==> src/sobel_gradient_3x3_macros.svh <==
// Assertion macros shared by the Sobel gradient RTL.
// Depends on a clk and an active-low rst_n being visible where a macro is used.
`ifndef SOBEL_GRADIENT_3X3_MACROS_SVH
`define SOBEL_GRADIENT_3X3_MACROS_SVH

// Same-cycle implication, disabled while reset is held.
`define SG3_ASSERT_NOW(name, ante, cons, msg) \
    name: assert property (@(posedge clk) disable iff (!rst_n) (ante) |-> (cons)) \
        else $error(msg);

// Next-cycle implication, disabled while reset is held.
`define SG3_ASSERT_NEXT(name, ante, cons, msg) \
    name: assert property (@(posedge clk) disable iff (!rst_n) (ante) |=> (cons)) \
        else $error(msg);

`endif

==> src/sg3_pkg.sv <==
// Shared constants, types and helper functions of the Sobel gradient block.
// No dependencies; imported by the line store, window, queue and top-level files.
`timescale 1ns / 1ps

package sg3_pkg;

    localparam int MAX_WIDTH   = 2048;
    localparam int PIX_W       = 8;
    localparam int ADDR_W      = $clog2(MAX_WIDTH);
    localparam int CFG_W       = 12;
    localparam int CFG_IDX_W   = 1;
    localparam int GRAD_W      = PIX_W + 3;
    localparam int LINE_W      = 2 * PIX_W;
    localparam int S_TDATA_W   = ((PIX_W + 7) / 8) * 8;
    localparam int M_TDATA_W   = ((2 * GRAD_W + 7) / 8) * 8;
    localparam int FIFO_DEPTH  = 8;
    localparam int FIFO_PTR_W  = $clog2(FIFO_DEPTH);
    localparam int FIFO_CNT_W  = $clog2(FIFO_DEPTH + 1);
    localparam int FILL_W      = FIFO_CNT_W + 1;

    localparam logic [CFG_W-1:0] WIDTH_RESET  = CFG_W'(640);
    localparam logic [CFG_W-1:0] HEIGHT_RESET = CFG_W'(480);

    typedef enum logic [CFG_IDX_W-1:0] {
        CFG_FRAME_WIDTH  = 1'b0,
        CFG_FRAME_HEIGHT = 1'b1
    } sg3_cfg_idx_t;

    typedef logic [PIX_W-1:0] sg3_pix_t;

    // win[row][col], row 0 is the top row, col 0 the leftmost column
    typedef logic [2:0][2:0][PIX_W-1:0] sg3_win_t;

    typedef struct packed {
        logic signed [GRAD_W-1:0] gx;
        logic signed [GRAD_W-1:0] gy;
    } sg3_grad_t;

    typedef struct packed {
        sg3_grad_t grad;
        logic      frame_end;
        logic      run_end;
    } sg3_res_t;

    // Per-item control carried from the input register into the window stage
    typedef struct packed {
        logic cmd;
        logic col_zero;
        logic last;
        logic active;
        logic row0;
    } sg3_ctl_t;

    // What the gradient stage pushes for one item
    typedef struct packed {
        logic emit_a;
        logic emit_b;
        logic frame_end;
    } sg3_emit_t;

    // Move every row one column left, keep the right column.
    function automatic sg3_win_t sg3_shift(input sg3_win_t win);
        sg3_win_t res;
        int r;
        res = win;
        for (r = 0; r < 3; r++)
        begin
            res[r][0] = win[r][1];
            res[r][1] = win[r][2];
        end
        return res;
    endfunction

    function automatic sg3_grad_t sg3_gradient(input sg3_win_t win);
        logic signed [GRAD_W-1:0] a [3][3];
        sg3_grad_t g;
        int r;
        int c;
        for (r = 0; r < 3; r++)
        begin
            for (c = 0; c < 3; c++)
            begin
                a[r][c] = signed'({{(GRAD_W-PIX_W){1'b0}}, win[r][c]});
            end
        end
        g.gx = (a[0][2] - a[0][0]) + ((a[1][2] - a[1][0]) <<< 1) + (a[2][2] - a[2][0]);
        g.gy = (a[2][0] - a[0][0]) + ((a[2][1] - a[0][1]) <<< 1) + (a[2][2] - a[0][2]);
        return g;
    endfunction

endpackage

==> src/sg3_out_fifo.sv <==
// Result queue that takes up to two entries per cycle and gives one.
// Depends on sg3_pkg for the result type and queue depth.
`timescale 1ns / 1ps

module sg3_out_fifo
    import sg3_pkg::*;
(
    input  logic                  clk,
    input  logic                  rst_n,
    input  logic [1:0]            push_cnt,
    input  sg3_res_t              push_data0,
    input  sg3_res_t              push_data1,
    input  logic                  pop,
    output logic                  not_empty,
    output sg3_res_t              head,
    output logic [FIFO_CNT_W-1:0] count
);

    sg3_res_t                mem [FIFO_DEPTH];
    logic [FIFO_PTR_W-1:0]   wr_ptr_reg;
    logic [FIFO_PTR_W-1:0]   wr_ptr_next;
    logic [FIFO_PTR_W-1:0]   rd_ptr_reg;
    logic [FIFO_PTR_W-1:0]   rd_ptr_next;
    logic [FIFO_CNT_W-1:0]   count_reg;
    logic [FIFO_CNT_W-1:0]   count_next;
    logic                    do_pop;

    assign do_pop    = pop && (count_reg != '0);
    assign not_empty = (count_reg != '0);
    assign head      = mem[rd_ptr_reg];
    assign count     = count_reg;

    always_comb
    begin
        wr_ptr_next = wr_ptr_reg + FIFO_PTR_W'(push_cnt);
        rd_ptr_next = rd_ptr_reg + FIFO_PTR_W'(do_pop);
        count_next  = count_reg + FIFO_CNT_W'(push_cnt) - FIFO_CNT_W'(do_pop);
    end

    always_ff @(posedge clk)
    begin
        if (push_cnt != 2'd0)
        begin
            mem[wr_ptr_reg] <= push_data0;
        end
        if (push_cnt == 2'd2)
        begin
            mem[wr_ptr_reg + FIFO_PTR_W'(1)] <= push_data1;
        end
    end

    always_ff @(posedge clk or negedge rst_n)
    begin
        if (!rst_n)
        begin
            wr_ptr_reg <= '0;
            rd_ptr_reg <= '0;
            count_reg  <= '0;
        end
        else
        begin
            wr_ptr_reg <= wr_ptr_next;
            rd_ptr_reg <= rd_ptr_next;
            count_reg  <= count_next;
        end
    end

endmodule

==> config.mk <==
export PLATFORM = sky130hd
export DESIGN_NAME = sg3_out_fifo
export DESIGN_NICKNAME = d
export VERILOG_FILES = /design/src/sobel_gradient_3x3_macros.svh /design/src/sg3_pkg.sv /design/src/sg3_out_fifo.sv
export SDC_FILE = /design/constraint.sdc
export NUM_CORES = 1
export LEC_CHECK = 0
export ABC_AREA = 1
export BUFFER_PORTS_ARGS = -buffer_cell sky130_fd_sc_hd__buf_2
export CORE_MARGIN = 2
export CORE_UTILIZATION = 50
export DETAILED_ROUTE_END_ITERATION = 10
export HOLD_SLACK_MARGIN = 0.03
export PLACE_DENSITY = 0.72
export RECOVER_POWER = 25
export SYNTH_ARGS = -nofsm -noshare
export SYNTH_HDL_FRONTEND = slang
export SYNTH_SLANG_ARGS = --single-unit
==> constraint.sdc <==
create_clock -name clk -period 3.3 [get_ports clk]
set_clock_uncertainty 0.15 [all_clocks]
set_input_delay 0.495 -clock clk [delete_from_list [all_inputs] [get_ports clk]]
set_output_delay 0.495 -clock clk [all_outputs]
set_load 0.02 [all_outputs]
==> results of run 1 <==
-- area by class of cell --
| class | count | area [um2] |
|---|---|---|
| antenna | 1 | 2.50 |
| multi-input combinational | 1040 | 4790 |
| sequential | 202 | 6020 |
| clock inverter | 10 | 68.8 |
| clock buffer | 27 | 548 |
| fill | 2186 | 10900 |
| timing repair buffer | 113 | 659 |
| inverter | 214 | 803 |
| tap | 324 | 405 |
-- critical path, delay by kind of cell (launching register included) --
family,cells,cell delay [ns]
AO/OA/AOI/OAI,1,1.24
flip-flops,1,0.47
buffers and inverters,1,0.47
AND/OR/NAND/NOR,1,0.26
-- where the power goes --
| part | internal [mW] | switching, mW |
|---|---|---|
| Sequential | 3.78 | 0.225 |
| Combinational | 1.49 | 5.18 |
| Clock | 1.24 | 0.975 |
| Total | 6.51 | 6.38 |
-- kinds of logic (layout without fill, tap and decap cells) --
group,count (synthesis),in the layout,share of synthesized area (%)
adders and majority gates,10,10,1.14
xor gates and xnor gates,4,4,0.286
buffers and inverters,375,364,12.4
DFF,202,202,49.1
other,0,1,0
AOI/OAI and AO/OA,11,11,0.449
and+or+nand+nor,1015,1015,36.6
-- layout by cell type (no fill, tap or decap) --
cell type and n:
inv_1 211, nor2_4 2, dfrtp_2 2, dfrtp_1 8
nand3_1 99, o21ai_2 1, nor2_1 2, ha_1 8
xnor2_1 2, a21oi_1 2, clkbuf_16 21, nand2_4 1
clkbuf_1 11, nand2_1 711, fa_1 2, nand3_2 8
dlygate4sd3_1 1, buf_2 76, clkbuf_2 3, bufinv_16 1
inv_2 3, edfxtp_1 192, nand4_1 192, o21ai_4 6
buf_4 26, o21ai_0 2, diode_2 1, clkinv_1 5
xor2_1 2, clkinv_2 4, buf_12 2
-- synthesized netlist by cell type --
| master | n |
|---|---|
| nor2_4 | 2 |
| o21ai_0 | 9 |
| xor2_1 | 2 |
| buf_4 | 9 |
| nand2_2 | 2 |
| edfxtp_1 | 192 |
| clkbuf_1 | 58 |
| nand3_2 | 8 |
| buf_2 | 65 |
| a21oi_1 | 2 |
| fa_1 | 2 |
| nor2_1 | 2 |
| ha_1 | 8 |
| inv_2 | 5 |
| dfrtp_1 | 10 |
| xnor2_1 | 2 |
| nand3_1 | 99 |
| inv_1 | 209 |
| nand2_1 | 710 |
| buf_1 | 29 |
| nand4_1 | 192 |
-- layer usage --
metal	GRT usage (%)	up-vias	part of all wire (%)
met2	46.8	607	48
met3	3.02	106	9.1
li1	-	5166	-
met1	37.0	5143	39
met5	0	-	0
met4	11.9	0	3.9
-- metrics by stage --
stage | hold slack (ns) | utilization [%] | std cells | power, mW
global placement | 0.220 | 52.5 | 1892 | 10.5
CTS | 0.107 | 55.1 | 1930 | 12.9
detailed placement | 0.224 | 52.5 | 1892 | 10.6
global route | 0.121 | 55.0 | 1931 | 13.6
floorplan | 0.0494 | - | 1617 | 8.59
finish | 0.118 | 55.0 | 1931 | 12.9
-- final timing paths --
kind	to	depth (start not counted)	start
hold / removal	count[0]	2	push_cnt[0]
setup reg to reg	mem[1][6]	3	wr_ptr_reg[0]
setup / recovery	mem[1][6]	3	wr_ptr_reg[0]
hold reg to reg	wr_ptr_reg[2]	1	wr_ptr_reg[2]
max in group asynchronous	rd_ptr_reg[1]	2	rst_n
min in group asynchronous	count[2]	2	rst_n
==> summary.txt, run 1 <==
Clocking
  – CTS Buf Count: 21
  – Post-CTS sizing: 0
  – Worst skew pair latency: about 0.50 ns
  – CTS tree: yes
  – Clk sinks: 202
  – CTS Hold Bufs: 1
  – Postcts setup bufs: 0
  – Clock Tree Buf Depth: 3
  – H-tree levels: 1
  – Clock transition at the registers of the reported paths: approximately 0.060 ns
  – Root Buffer: clkbuf_16

Cells and area
  – Layout cells sized above 1: under 10%
  – Post-route cell area: 13300 um2
  – P&R area growth vs syn: 8.50%
  – Max reg flops: 192
  – NumNets Final: about 1700

Setup path
  – Crit path DAT: 2.95 ns
  – Slowest stage delay, CP: 1.24 ns
  – CP Cell Sequence: nand2_1 -> o21ai_0 -> buf_4
  – CP Data Required Time: 3.32 ns
  – Highest net fanout along the worst path: 17
  – Crit-path slowest cell: o21ai_0
  – Critical path endpoint category: register
  – Crit path kind: reg2reg
  – Reg-to-reg slack, setup: roughly 0.38 ns
  – Crit path launch type: register

Synth
  – Netlist cell types: 21
  – Yosys reg bits: 202
  – Synth Cell Area: 12300 um2
  – Post-Syn Instances: 1617
  – Area contributors post-synth: edfxtp_1 (47%), nand2_1 (22%), nand4_1 (9.8%)
  – Seq/Total Area, Yosys: 49.1%
  – Syn nets: 1680
  – Area leader, netlist: edfxtp_1
  – Yosys warns: 0
  – Synth top area share: approximately 47%
  – Syn_area_per_cell: 7.58 um2

Drt
  – DR DRC count: 0
  – DRT antenna net count: 0
  – DRT Pass-1 Iters: 5
  – Iteration-0 DRC Markers: between 1000 and 1500
  – Routed WL per cell: about 19 um
  – Routed vias: about 11000
  – Vias per std cell: about 5.7
  – WL final: 36200 um

Timing
  – Worst-Margin Slew: 1.54 ns
  – Final worst path period share: 88.5%
  – Setup TNS Final: 0 ns
  – Setup violations, final: 0
  – Final Max Slew Viols: 9
  – RSZ-0062 raised after global routing: no
  – Fin crit period: 2.92 ns
  – Highest Clock Rate: ~340 MHz
  – Final worst slack: 0.378 ns
  – Max-slew headroom: -3.76%
  – Hold Fails Final Rpt: 0

Die
  – Initial Util: 50.7%
  – IO Count: 82
  – Row count: 57
  – Core Region: 24200 um2
  – Die X: 161 um
  – Total die area: 25800 um2
  – Die height: 161 um

Power
  – Pwr Density: 970 nW/um2
  – Worst vdd ir: 0.000960 V
  – Lkg Pwr: 6.59 nW

GRT
  – Total track usage: 27.9%
  – Antenna violations before repair: 1
  – First-pass GRT wire length: around 57000 um
  – Largest net degree at the start of global routing: 84
  – Vias in the first global route: 10482
  – Gr ovfl total: 0

Run
  – Max-cap violations: 1

Place
  – Pre-CTS setup slack: roughly 0.62 ns
  – DP Area: between 10000 and 15000 um2
  – GP Congestion: 0.836
  – Post-DP HPWL: slightly above 20000 um
  – Port bufs: 81

Hold path
  – HP Class: in2reg

Run status
  – Status: finished with violations
  – Failing checks: max-capacitance violations, max-slew violations
No activity file was read; power rests on OpenSTA's default activity.
==> run 2: changes to the inputs <==
--- a/config.mk
+++ b/config.mk
@@ -7,7 +7,7 @@
 export LEC_CHECK = 0
 export ABC_AREA = 1
 export BUFFER_PORTS_ARGS = -buffer_cell sky130_fd_sc_hd__buf_2
-export CORE_MARGIN = 2
+export CORE_MARGIN = 1
 export CORE_UTILIZATION = 50
 export DETAILED_ROUTE_END_ITERATION = 10
 export HOLD_SLACK_MARGIN = 0.03
==> run 2 against run 1 <==
Compared with the run above:
- via count is 0.40% lower
- total power grew 1.1%
- the flow now finishes without violations
- worst setup slack lost 0.061 ns
- utilization rose by 1.0 points
- first-iteration DRC count fell by 8.1%
- highest routed layer is now met5
- global-route usage is 1.7 points higher
==> summary.txt, run 2 (same netlist as run 1, synthesis figures left out) <==
Place
  – Pre-CTS setup slack: 0.693 ns
  – GP Congestion: about 0.80
  – Post-DP HPWL: a little under 20000 um
  – DP Area: approximately 13000 um2
  – Port bufs: 81

Drt
  – Vias per std cell: 5.70
  – Routed WL per cell: 18.8 um
  – Routed vias: 10978
  – WL final: 36100 um
  – DR DRC count: 0
  – DRT antenna net count: 0
  – Iteration-0 DRC Markers: 1279
  – DRT Pass-1 Iters: 5

Clocking
  – Clock transition at the registers of the reported paths: 0.06 ns
  – Root Buffer: clkbuf_16
  – Clock Tree Buf Depth: 3
  – Clk sinks: 202
  – H-tree levels: 1
  – Postcts setup bufs: 0
  – CTS Buf Count: 22
  – Worst skew pair latency: 0.50 ns
  – CTS tree: yes

Hold path
  – HP Class: in2reg
  – Critical hold path startpoint: pop
  – Worst hold path cell count: 3
  – Hold endpoint: rd_ptr_reg[0]

Setup path
  – CP Data Required Time: 3.21 ns
  – CP Cell Sequence: ha_2 -> inv_2 -> nand3_1 -> o21ai_0 -> clkbuf_2
  – Critical path endpoint category: register
  – Reg2reg path depth: 5
  – Highest net fanout along the worst path: 42
  – Reg-to-Reg Start: wr_ptr_reg[0]
  – Reg-to-reg slack, setup: around 0.32 ns
  – Crit path DAT: about 2.9 ns
  – Reg2reg end: mem[1][17]
  – Crit-path slowest cell: ha_2
  – Slowest stage delay, CP: 0.92 ns
  – Crit path kind: reg2reg
  – Crit path launch type: register
  – Worst setup path start: wr_ptr_reg[0]

Timing
  – Final worst slack: 0.316 ns
  – Final worst path period share: roughly 90%
  – RSZ-0062 raised after global routing: no
  – Highest Clock Rate: between 300 and 400 MHz
  – Hold Fails Final Rpt: 0
  – Final Max Slew Viols: 0
  – Worst hold slack: about 0.14 ns
  – Max-slew headroom: between 10% and 20%
  – Setup TNS Final: 0 ns
  – Setup violations, final: 0
  – Worst-Margin Slew: ~1.2 ns
  – Fin crit period: roughly 3.0 ns

Cells and area
  – NumNets Final: around 1700
  – P&R area growth vs syn: 8.61%
  – Footprint of the multi-input gates: approximately 4800 um2
  – Reg area: 6020 um2
  – Fill cell count: 2123
  – Layout cells sized above 1: 9.48%
  – Post-route cell area: 13300 um2
  – Max reg flops: about 190
  – Commonest cells after routing, fill and taps aside: nand2_1 (710), inv_1 (208), nand4_1 (192), edfxtp_1 (192), nand3_1 (103)
  – Commonest non-fill, non-tap cell in the layout: nand2_1

GRT
  – Vias in the first global route: approximately 10000
  – Antenna violations before repair: 3
  – Gr ovfl total: 0
  – Total track usage: 29.6%
  – First-pass GRT wire length: 56400 um
  – Largest net degree at the start of global routing: 98

Die
  – Die X: 159 um
  – Initial Util: 51.6%
  – Row count: between 50 and 60
  – Total die area: approximately 25000 um2
  – Die height: 159 um
  – IO Count: 82
  – Core Region: 23800 um2

Power
  – Comb pwr share: ~52%
  – Pwr Density: about 980 nW/um2
  – Clock share of power: 17.9%
  – Design Power: 13.0 mW
  – Flop pwr share: 30.5%
  – Sw Ratio: 49.1%
  – Internal: 6.62 mW
  – Lkg Pwr: 6.59 nW
  – Worst vdd ir: 0.000849 V
  – Net Switching: 6.40 mW

Run
  – Max-cap violations: 0

Run status
  – Status: completed
## run 2: cell types whose count changed in the layout (fill, tap and decap cells not counted), moves of 3 or more
cell,previous run,this run
buf_4,26,19
clkbuf_2,3,6
inv_1,211,208
nand3_1,99,103
nand3_2,8,4
## run 2: layer usage
| metal | GRT usage [%] | part of all wire, % | vias up |
|---|---|---|---|
| met1 | 37.5 | 39 | 5088 |
| met2 | 50.4 | 49 | 613 |
| met3 | 4.14 | 8.8 | 107 |
| met4 | 12.7 | 3.4 | 2 |
| met5 | 0 | 0.033 | - |
| li1 | - | - | 5168 |
## run 2: final cells by class
type	instances	share of cell area [%]
sequential	202	45.2
inverter	214	6.04
timing repair buffer	111	4.96
multi-input combinational	1040	35.8
clock inverter	8	0.442
clock buffer	29	4.49
antenna	3	0.0564
tap	319	3.00
## run 2: how the worst max path moves through the flow
stage | endpoint | slack, ns | cells after the start
2_1_floorplan | mem[3][0] | 0.25 | 4
3_3_place_gp | mem[5][10] | 0.75 | 6
3_5_place_dp | mem[5][11] | 0.69 | 6
4_1_cts | head[15] | 0.37 | 8
5_1_grt | mem[1][1] | 0.15 | 5
6_report | mem[1][17] | 0.32 | 5
## run 2: repair_timing
action | CTS | global route
hold buffers | 1 | 0
hold endpoints to repair | 10 | 0
gates resized for setup | 0 | 0
## run 2: power groups by stage
stage	sequential, mW	clock, mW	combinational, mW
after floorplan	4.04	0	4.55
after global placement	4.00	0	6.55
after detailed placement	4.02	0	6.67
after CTS	3.97	2.34	6.68
after global routing	4.03	2.42	7.29
final	3.97	2.33	6.73
## run 2: critical path, delay by kind of cell, from the launching register on
family	cells	cell delay [ns]
fa+ha+maj	1	0.92
buf+inv	2	0.73
flops	1	0.47
simple gates	1	0.16
compound gates	1	0.10
## run 2: through the flow
step / util [%] / instances
detailed placement: 53.4 / 1885
global placement: 53.4 / 1885
finish: 56.0 / 1926
global route: 56.0 / 1924
CTS: 56.2 / 1923
floorplan: - / 1617
