===== src/sobel_gradient_3x3_macros.svh =====
// Assertion macros shared by the Sobel gradient RTL.
// Depends on a clk and an active-low rst_n being visible where a macro is used.
`ifndef SOBEL_GRADIENT_3X3_MACROS_SVH
`define SOBEL_GRADIENT_3X3_MACROS_SVH

// Same-cycle implication, disabled while reset is held.
`define SG3_ASSERT_NOW(name, ante, cons, msg) \
    name: assert property (@(posedge clk) disable iff (!rst_n) (ante) |-> (cons)) \
        else $error(msg);

// Next-cycle implication, disabled while reset is held.
`define SG3_ASSERT_NEXT(name, ante, cons, msg) \
    name: assert property (@(posedge clk) disable iff (!rst_n) (ante) |=> (cons)) \
        else $error(msg);

`endif


===== src/sg3_pkg.sv =====
// Shared constants, types and helper functions of the Sobel gradient block.
// No dependencies; imported by the line store, window, queue and top-level files.
`timescale 1ns / 1ps

package sg3_pkg;

    localparam int MAX_WIDTH   = 2048;
    localparam int PIX_W       = 8;
    localparam int ADDR_W      = $clog2(MAX_WIDTH);
    localparam int CFG_W       = 12;
    localparam int CFG_IDX_W   = 1;
    localparam int GRAD_W      = PIX_W + 3;
    localparam int LINE_W      = 2 * PIX_W;
    localparam int S_TDATA_W   = ((PIX_W + 7) / 8) * 8;
    localparam int M_TDATA_W   = ((2 * GRAD_W + 7) / 8) * 8;
    localparam int FIFO_DEPTH  = 8;
    localparam int FIFO_PTR_W  = $clog2(FIFO_DEPTH);
    localparam int FIFO_CNT_W  = $clog2(FIFO_DEPTH + 1);
    localparam int FILL_W      = FIFO_CNT_W + 1;

    localparam logic [CFG_W-1:0] WIDTH_RESET  = CFG_W'(640);
    localparam logic [CFG_W-1:0] HEIGHT_RESET = CFG_W'(480);

    typedef enum logic [CFG_IDX_W-1:0] {
        CFG_FRAME_WIDTH  = 1'b0,
        CFG_FRAME_HEIGHT = 1'b1
    } sg3_cfg_idx_t;

    typedef logic [PIX_W-1:0] sg3_pix_t;

    // win[row][col], row 0 is the top row, col 0 the leftmost column
    typedef logic [2:0][2:0][PIX_W-1:0] sg3_win_t;

    typedef struct packed {
        logic signed [GRAD_W-1:0] gx;
        logic signed [GRAD_W-1:0] gy;
    } sg3_grad_t;

    typedef struct packed {
        sg3_grad_t grad;
        logic      frame_end;
        logic      run_end;
    } sg3_res_t;

    // Per-item control carried from the input register into the window stage
    typedef struct packed {
        logic cmd;
        logic col_zero;
        logic last;
        logic active;
        logic row0;
    } sg3_ctl_t;

    // What the gradient stage pushes for one item
    typedef struct packed {
        logic emit_a;
        logic emit_b;
        logic frame_end;
    } sg3_emit_t;

    // Move every row one column left, keep the right column.
    function automatic sg3_win_t sg3_shift(input sg3_win_t win);
        sg3_win_t res;
        int r;
        res = win;
        for (r = 0; r < 3; r++)
        begin
            res[r][0] = win[r][1];
            res[r][1] = win[r][2];
        end
        return res;
    endfunction

    function automatic sg3_grad_t sg3_gradient(input sg3_win_t win);
        logic signed [GRAD_W-1:0] a [3][3];
        sg3_grad_t g;
        int r;
        int c;
        for (r = 0; r < 3; r++)
        begin
            for (c = 0; c < 3; c++)
            begin
                a[r][c] = signed'({{(GRAD_W-PIX_W){1'b0}}, win[r][c]});
            end
        end
        g.gx = (a[0][2] - a[0][0]) + ((a[1][2] - a[1][0]) <<< 1) + (a[2][2] - a[2][0]);
        g.gy = (a[2][0] - a[0][0]) + ((a[2][1] - a[0][1]) <<< 1) + (a[2][2] - a[0][2]);
        return g;
    endfunction

endpackage


===== src/sg3_window.sv =====
// 3x3 pixel window with edge replication and the two Sobel gradient taps.
// Depends on sg3_pkg for the window type, shift and gradient functions.
`timescale 1ns / 1ps

module sg3_window
    import sg3_pkg::*;
(
    input  logic      clk,
    input  logic      rst_n,
    input  logic      advance,
    input  logic      col_zero,
    input  logic      double_shift,
    input  sg3_pix_t  top,
    input  sg3_pix_t  mid,
    input  sg3_pix_t  bot,
    output sg3_grad_t grad_a,
    output sg3_grad_t grad_b
);

    // snap_reg is the window as first seen by the last item; dbl_reg says
    // the persistent window is that snapshot shifted once more
    sg3_win_t snap_reg;
    sg3_win_t snap_next;
    logic     dbl_reg;
    logic     dbl_next;
    sg3_win_t cur;
    sg3_win_t shifted;
    int       r;

    always_comb
    begin
        cur       = dbl_reg ? sg3_shift(snap_reg) : snap_reg;
        shifted   = sg3_shift(cur);
        snap_next = snap_reg;
        dbl_next  = dbl_reg;
        if (advance)
        begin
            for (r = 0; r < 3; r++)
            begin
                shifted[r][2] = (r == 0) ? top : ((r == 1) ? mid : bot);
            end
            if (col_zero)
            begin
                snap_next[0] = {3{top}};
                snap_next[1] = {3{mid}};
                snap_next[2] = {3{bot}};
            end
            else
            begin
                snap_next = shifted;
            end
            dbl_next = double_shift;
        end
    end

    always_ff @(posedge clk or negedge rst_n)
    begin
        if (!rst_n)
        begin
            snap_reg <= '0;
            dbl_reg  <= 1'b0;
        end
        else
        begin
            snap_reg <= snap_next;
            dbl_reg  <= dbl_next;
        end
    end

    assign grad_a = sg3_gradient(snap_reg);
    assign grad_b = sg3_gradient(sg3_shift(snap_reg));

endmodule


===== config.mk =====
export PLATFORM = sky130hd
export DESIGN_NAME = sg3_window
export DESIGN_NICKNAME = d
export VERILOG_FILES = /design/src/sobel_gradient_3x3_macros.svh /design/src/sg3_pkg.sv /design/src/sg3_window.sv
export SDC_FILE = /design/constraint.sdc
export NUM_CORES = 1
export LEC_CHECK = 0
export BUFFER_PORTS_ARGS = -buffer_cell sky130_fd_sc_hd__buf_4
export CORE_ASPECT_RATIO = 1.2
export CORE_UTILIZATION = 30
export DETAILED_ROUTE_END_ITERATION = 6
export GPL_TIMING_DRIVEN = 0
export PLACE_DENSITY = 0.54
export SYNTH_ARGS = -nofsm -noshare
export SYNTH_HDL_FRONTEND = slang
export SYNTH_SLANG_ARGS = --single-unit

===== constraint.sdc =====
create_clock -name clk -period 5.8 [get_ports clk]
set_input_delay 1.45 -clock clk [delete_from_list [all_inputs] [get_ports clk]]
set_output_delay 1.45 -clock clk [all_outputs]
set_load 0.01 [all_outputs]

==> metrics.log, run 1 <==
INFO  metric hold_depth = 1
INFO  metric drive_above_1_share = 13.24%
INFO  metric drtIter0Drc = 342
INFO  metric cp_data_required_time = 4350 ps
INFO  metric grt_antenna_before_repair = 0
INFO  metric critical_path.reg2reg.startpoint = dbl_reg
INFO  metric route.detailed.vias_per_inst = 4.807
INFO  metric synth_fa_ha_area_share = 26.99%
INFO  metric clockBufferDepth = 2
INFO  metric finish.utilization = 35.73%
INFO  metric synth_top_family_by_area = adder cells
INFO  metric relative_slew_margins = 33.54%
INFO  metric floorplan.die_area = 29210 um2
INFO  metric placedInstanceArea = 9558 um2
INFO  metric postSynth.topFlopCell = sky130_fd_sc_hd__dfrtp_1
INFO  metric synth_cell_type_count = 47
INFO  metric cts_tree = built
INFO  metric worst_path_largest_cell_delay = 510 ps
INFO  metric finalNonFillerCells = 1474
INFO  metric drc_errors = 0
INFO  metric worstSetupPathDepth = 18
INFO  metric critical_path.reg2reg.endpoint = snap_reg[52]
INFO  metric maxCapViolCount = 0
INFO  metric worst_setup_path_start_kind = flop
INFO  metric worstRegToRegCells = 6
INFO  metric tritoncts_num_sinks = 73
INFO  metric io_pins = 73
INFO  metric outcome = completed
INFO  metric die-width = 156.2 um
INFO  metric worst-slew-pin-transition = 996.9 ps
INFO  metric synth_top_cells_by_area = sky130_fd_sc_hd__dfrtp_1 (21%), sky130_fd_sc_hd__ha_1 (17%), sky130_fd_sc_hd__fa_1 (9.6%)
INFO  metric drtAntennaViolNets = 0
INFO  metric finalWirelength = 23800 um
INFO  metric cts_buffers = 9
INFO  metric clock_tree.root_cell = sky130_fd_sc_hd__clkbuf_16
INFO  metric synth.cell_area = 8558 um2
INFO  metric grt_util_all_layers = 16.91%
INFO  metric timing.final.max_slew_violations = 0
INFO  metric synthDominantCellAreaShare = 21.35%
INFO  metric post_cts_hold_buffer_count = 0
INFO  metric crit_path_frequent_cell = sky130_fd_sc_hd__inv_2
INFO  metric antenna_cells_inserted = 0
INFO  metric row_count = 67
INFO  metric yosysMostFrequentCell = sky130_fd_sc_hd__inv_1
INFO  metric synth_seq_area_share = 21.35%
INFO  metric crit_type = reg2out
INFO  metric synth_enable_flop_cells = 0
INFO  metric clk_pin_slew_worst_paths = 60 ps
INFO  metric wire_length_of_the_first_global_routing_pass = 37770 um
INFO  metric hold_viol = 0
INFO  metric synthesis.instances = 1003
INFO  metric cp_launch_point = snap_reg[64]
INFO  metric achievable-frequency = 178.1 MHz
INFO  metric dp.cells = 1452
INFO  metric grt_pass1_vias = 7019
INFO  metric synth.yosys.warnings = 0
INFO  metric synthSimpleGateAreaFrac = 11.81%
INFO  metric synth_compound_area_share = 17.44%
INFO  metric filler_cell_count = 2996
INFO  metric worstPathCellList = inv_4, ha_1, inv_2, fa_2, a21o_1, a21oi_2, o21ai_1, or4_4, o21ai_4, inv_2, fa_1, inv_1, ha_4, and3_1, a221o_1, a21oi_1, xnor2_1, buf_4
INFO  metric fin_area = 10000 um2
INFO  metric post-route-min-period = 5614 ps
INFO  metric r2r_setup_slack = 4210 ps
INFO  metric share_of_the_clock_period_used_by_the_worst_path_after_layout = 96.80%
INFO  metric io_buffer_count = 70
INFO  metric post_synth_xor_area_fraction = 9.518%
INFO  metric worst_skew_pair.late_latency = 340 ps
INFO  metric grt.overflow.total = 0
INFO  metric clock_skew = 8.552 ps
INFO  metric num-nets-final = 1280
INFO  metric place_congestion = 0.8742
INFO  metric chipHeight = 187.0 um
INFO  metric avgRoutedWirePerCell = 16.15 um
INFO  metric multiplexer_area_fraction_after_synthesis = 4.781%
INFO  metric pin_count_of_the_biggest_net_entering_global_routing = 74
INFO  metric areaGrowthSynthToFinish = 16.89%
INFO  metric synthesis.nets = 1192
INFO  metric timing.critical_path.fanout_max = 5
INFO  metric timing.critical_path.buf_inv = 5
INFO  metric hold_class = reg2reg
INFO  metric setup_viol_count_final = 0
INFO  metric ctsHtreeMaxLevel = 3
INFO  metric drtPass1Iterations = 5
INFO  metric postSynthAreaPerCell = 8.533 um2
INFO  metric place_hpwl = 19490 um
INFO  metric min-delay-start = snap_reg[24]
INFO  metric synth.ff_latch_count = 73
INFO  metric largest_reg_flops = 72
INFO  metric synth_area_leader_cell = sky130_fd_sc_hd__dfrtp_1
INFO  metric vias = 7085
INFO  metric critPathTopFamily = adder cells
INFO  metric finalHoldWorstSlack = 518.7 ps
INFO  metric slowest_stage = sky130_fd_sc_hd__fa_1
INFO  metric async_reset_ff_share = 100.0%
INFO  metric timing.hold.worst_endpoint = snap_reg[24]
INFO  metric worstSetupEndpointType = output port
INFO  metric synth_common_cells = sky130_fd_sc_hd__inv_1 (157), sky130_fd_sc_hd__ha_1 (119), sky130_fd_sc_hd__o21ai_0 (90)
INFO  metric initial_core_utilization = 30.57%
INFO  metric core = 28000 um2
INFO  metric critical_path_arrival = 4160 ps
[metal layers]
layer | GRT usage [%] | wire, um
met4 | 5.694 | 633
met5 | 0 | 0
met3 | 1.830 | 838
met1 | 22.32 | 10870
met2 | 28.50 | 11460
[layout make-up]
cell class                 instances  area [um2]  area share, %
inverter                         159       603.1          6.029
timing repair buffer              77       590.6          5.904
sequential                        73        1833          18.32
clock inverter                     3       17.52         0.1751
clock buffer                      12       246.5          2.464
buffer                            25       97.59         0.9756
multi-input combinational        746        6141          61.39
tap                              379       474.2          4.740
[cells in the final DEF, fill, tap and decap left out, types with 3 or more instances in the layout]
cell                          n
sky130_fd_sc_hd__mux2i_1     24
sky130_fd_sc_hd__a21o_1      35
sky130_fd_sc_hd__inv_1      153
sky130_fd_sc_hd__buf_2        3
sky130_fd_sc_hd__nand2b_1    35
sky130_fd_sc_hd__nor3_1      10
sky130_fd_sc_hd__o21bai_1     9
sky130_fd_sc_hd__a21boi_0     3
sky130_fd_sc_hd__dfrtp_1     68
sky130_fd_sc_hd__nor2b_1     17
sky130_fd_sc_hd__o21ai_0     83
sky130_fd_sc_hd__or3_1        6
sky130_fd_sc_hd__buf_4       76
sky130_fd_sc_hd__a21oi_2      7
sky130_fd_sc_hd__o21ai_1     11
sky130_fd_sc_hd__inv_2        4
sky130_fd_sc_hd__nor2_1      43
sky130_fd_sc_hd__buf_1        6
sky130_fd_sc_hd__xor2_1      30
sky130_fd_sc_hd__a21oi_1     37
sky130_fd_sc_hd__mux2_2      15
sky130_fd_sc_hd__nand3_1      8
sky130_fd_sc_hd__dfrtp_2      5
sky130_fd_sc_hd__and2_1       6
sky130_fd_sc_hd__a31oi_1     31
sky130_fd_sc_hd__clkbuf_16    9
sky130_fd_sc_hd__ha_1       117
sky130_fd_sc_hd__clkbuf_1    18
sky130_fd_sc_hd__fa_1        40
sky130_fd_sc_hd__and3_1       4
sky130_fd_sc_hd__nand2_1     80
sky130_fd_sc_hd__xnor2_1     59
sky130_fd_sc_hd__o21a_1       5
[kinds of logic (layout without fill, tap and decap cells)]
family | after synthesis | after routing
buf+inv | 184 | 276
flops | 73 | 73
mux | 39 | 39
compound gates | 241 | 241
fa+ha+maj | 160 | 160
simple gates | 213 | 213
xor+xnor | 93 | 93
[through the flow]
stage	setup slack [ps]	setup TNS, ps
floorplan	589.1	0
global placement	87.65	0
detailed placement	89.52	0
CTS	3.811	0
global route	-4.148	-4.148
finish	185.7	0
[repair_timing]
item                                    4_1_cts  5_1_grt
setup buffers                                 3        4
resized for setup                             7       26
pin swaps                                     0        4
endpoints found under the setup margin        6       11
[worst max-delay path by stage]
stage	end	slack, ps
floorplan	grad_a[10]	590
global route	grad_b[10]	-4
global placement	grad_a[10]	90
detailed placement	grad_a[10]	90
finish	grad_a[10]	190
CTS	grad_b[10]	4
[worst register-to-register path, cell delays in order (launching register included)]
cell and delay, ps:
sky130_fd_sc_hd__dfrtp_1 310, sky130_fd_sc_hd__buf_2 230, sky130_fd_sc_hd__buf_2 350, sky130_fd_sc_hd__mux2i_1 210, sky130_fd_sc_hd__o21ai_0 130, sky130_fd_sc_hd__nand2_1 140
sky130_fd_sc_hd__o21ai_0 90
Power of run 1 is not shown: default switching activity piles up to over one toggle a cycle in this logic, so the estimate is an artifact.
==> run 2: changes to the inputs <==
--- a/config.mk
+++ b/config.mk
@@ -9,6 +9,7 @@
 export CORE_ASPECT_RATIO = 1.2
-export CORE_UTILIZATION = 30
+export CORE_UTILIZATION = 55
+export CTS_CLUSTER_DIAMETER = 80
 export DETAILED_ROUTE_END_ITERATION = 6
 export GPL_TIMING_DRIVEN = 0
-export PLACE_DENSITY = 0.54
+export PLACE_DENSITY = 0.82
 export SYNTH_ARGS = -nofsm -noshare
--- a/constraint.sdc
+++ b/constraint.sdc
@@ -3,2 +3,2 @@
 set_output_delay 1.45 -clock clk [all_outputs]
-set_load 0.01 [all_outputs]
+set_load 0.005 [all_outputs]
==> metrics.log, run 2 (same netlist as run 1, synthesis figures left out) <==
INFO  metric clock_skew = 11.72 ps (+3.163 ps)
INFO  metric grt_pass1_vias = 7321 (+4.3%)
INFO  metric outcome = completed
INFO  metric place_congestion = 0.8953 (+2.4%)
INFO  metric fin_total_pwr = 7.143 mW
INFO  metric filler_cell_count = 1247 (-58%)
INFO  metric powerDensity = 725.6 nW/um2
INFO  metric timing.final.max_slew_violations = 0 (unchanged)
INFO  metric slowest_stage = sky130_fd_sc_hd__fa_1
INFO  metric floorplan.die_area = 16060 um2 (-45%)
INFO  metric fin_area = 9844 um2 (-1.6%)
INFO  metric placedInstanceArea = 9339 um2 (-2.3%)
INFO  metric antenna_cells_inserted = 0 (unchanged)
INFO  metric areaGrowthSynthToFinish = 15.03%
INFO  metric die-width = 115.9 um (-26%)
INFO  metric critical_path.reg2reg.startpoint = dbl_reg
INFO  metric place_hpwl = 17670 um (-9.4%)
INFO  metric multi_input_area = 6180 um2 (+0.63%)
INFO  metric most-common-layout-cells = sky130_fd_sc_hd__inv_1 (153), sky130_fd_sc_hd__ha_1 (115), sky130_fd_sc_hd__o21ai_0 (85)
INFO  metric vias = 7372 (+4.1%)
INFO  metric relative_slew_margins = 36.41% (+2.9 points)
INFO  metric post_cts_hold_buffer_count = 0 (unchanged)
INFO  metric num-nets-final = 1281 (+0.078%)
INFO  metric io_buffer_count = 70 (unchanged)
INFO  metric drive_above_1_share = 14.49% (+1.3 points)
INFO  metric worstSetupEndpointType = output port
INFO  metric r2r_setup_slack = 4130 ps (-80 ps)
INFO  metric row_count = 49 (-27%)
INFO  metric min-delay-start = snap_reg[24]
INFO  metric worstRegToRegCells = 6 (unchanged)
INFO  metric route.detailed.vias_per_inst = 5.666 (+18%)
INFO  metric crit_path_frequent_cell = sky130_fd_sc_hd__a21oi_2
INFO  metric cp_launch_point = snap_reg[48]
INFO  metric hold_viol = 0 (unchanged)
INFO  metric layout_setup_ws = 91.01 ps (-94.67 ps)
INFO  metric cts_tree = built
INFO  metric wire_length_of_the_first_global_routing_pass = 35560 um (-5.9%)
INFO  metric crit_type = reg2out
INFO  metric timing.critical_path.fanout_max = 5 (unchanged)
INFO  metric grt_util_all_layers = 28.76% (+12 points)
INFO  metric critical_path_arrival = 4260 ps (+100 ps)
INFO  metric cp_data_required_time = 4350 ps (about the same)
INFO  metric drtIter0Drc = 524 (+53%)
INFO  metric worst-slew-pin-transition = 953.9 ps (-43.08 ps)
INFO  metric worstPathCellList = inv_1, ha_1, inv_2, fa_1, a21o_1, a21oi_2, o21bai_1, a21oi_2, o21bai_1, a21o_1, fa_1, inv_1, ha_4, and3_1, a221o_1, a21oi_2, xnor2_1, buf_4
INFO  metric hold_class = reg2reg
INFO  metric setup_viol_count_final = 0 (unchanged)
INFO  metric post-route-min-period = 5709 ps (+94.67 ps)
INFO  metric clockBufferDepth = 2 (unchanged)
INFO  metric maxCapViolCount = 0 (unchanged)
INFO  metric static-leakage-power = 4.972 nW
INFO  metric cts_buffers = 9 (unchanged)
INFO  metric clock_tree.root_cell = sky130_fd_sc_hd__clkbuf_16
INFO  metric share_of_the_clock_period_used_by_the_worst_path_after_layout = 98.43% (+1.6 points)
INFO  metric tritoncts_num_sinks = 73 (unchanged)
INFO  metric achievable-frequency = 175.2 MHz (-1.7%)
INFO  metric io_pins = 73 (unchanged)
INFO  metric timing.hold.worst_endpoint = snap_reg[24]
INFO  metric core = 15080 um2 (-46%)
INFO  metric ctsHtreeMaxLevel = 3 (unchanged)
INFO  metric drc_errors = 0 (unchanged)
INFO  metric rsz_0062_raised_after_global_routing = yes
INFO  metric pin_count_of_the_biggest_net_entering_global_routing = 74 (unchanged)
INFO  metric clk_pin_slew_worst_paths = 60 ps (about the same)
INFO  metric largest_reg_flops = 72 (unchanged)
INFO  metric drtAntennaViolNets = 0 (unchanged)
INFO  metric area.sequential = 1833 um2 (unchanged)
INFO  metric dp.cells = 1277 (-12%)
INFO  metric irDropWorstVdd = 0.7052 mV
INFO  metric avgRoutedWirePerCell = 17.41 um (+7.8%)
INFO  metric layout.cells.most_common = sky130_fd_sc_hd__inv_1
INFO  metric critical_path.reg2reg.endpoint = snap_reg[29]
INFO  metric worst_skew_pair.late_latency = 350 ps (about the same)
INFO  metric hold_depth = 1 (unchanged)
INFO  metric chipHeight = 138.6 um (-26%)
INFO  metric finalNonFillerCells = 1301 (-12%)
INFO  metric drtPass1Iterations = 5 (unchanged)
INFO  metric worst_setup_path_start_kind = flop
INFO  metric worst_path_largest_cell_delay = 540 ps (+30 ps)
INFO  metric grt_antenna_before_repair = 0 (unchanged)
INFO  metric grt.overflow.total = 0 (unchanged)
INFO  metric finalWirelength = 22650 um (-4.8%)
INFO  metric initial_core_utilization = 56.74% (+26 points)
INFO  metric placement.setup.worst_slack = 108.9 ps (+19.41 ps)
[run 2: cell types whose count changed in the layout (fill, tap and decap cells not counted), sizes merged]
cell,delta
clkinvlp,-1
clkbuf,-2
buf,+1
clkinv,+2
bufinv,+1
inv,+1
[run 2: stage by stage]
step | util, % | setup TNS [ps] | hold WS (ps)
after floorplan | - | 0 | 487.5
after global placement | 61.92 | 0 | 498.5
after detailed placement | 61.92 | 0 | 507.3
after CTS | 64.03 | -58.99 | 519.9
after global routing | 65.27 | -118.3 | 541.7
final | 65.27 | 0 | 526.3
[run 2: layout make-up]
| type | instances | area share [%] |
|---|---|---|
| multi-input combinational | 746 | 62.77 |
| clock inverter | 6 | 0.5846 |
| buffer | 25 | 0.9914 |
| sequential | 73 | 18.62 |
| timing repair buffer | 78 | 5.948 |
| clock buffer | 10 | 2.428 |
| inverter | 159 | 6.063 |
| tap | 204 | 2.593 |
[run 2: worst max-delay path: cells and delay by family, from the launching register on]
kind	cells	cell delay, ps
compound gates	8	1530
fa+ha+maj	4	1370
flops	1	370
buf+inv	4	330
simple gates	1	180
xor+xnor	1	140
[run 2: repair_timing]
action,CTS,global route
buffers inserted,1,7
resized for setup,4,35
pin swaps,0,6
setup endpoints to repair,4,11
[run 2: routing by layer]
layer  up-vias  global-route usage (%)  part of all wire (%)
li1       3529                       -                     -
met1      3504                   35.34                    40
met2       273                   48.31                    49
met3        66                   4.327                   6.2
met4         0                   14.78                   5.0
met5         -                       0                     0
[run 2: how the worst max path moves through the flow]
stage	endpoint	slack, ps	cells past startpoint
2_1_floorplan	grad_a[10]	630	17
3_3_place_gp	grad_a[10]	170	16
3_5_place_dp	grad_a[10]	110	18
4_1_cts	grad_b[10]	-30	20
5_1_grt	grad_a[10]	-70	18
6_report	grad_a[10]	90	18
[run 2: report_power, final]
part | leakage (nW) | internal, mW | switching, mW | total (mW)
clock | 0.148 | 0.342 | 0.220 | 0.562
combinational | 3.96 | 3.11 | 2.83 | 5.93
sequential | 0.862 | 0.568 | 0.0789 | 0.647
Power figures use the tool's default switching activity.
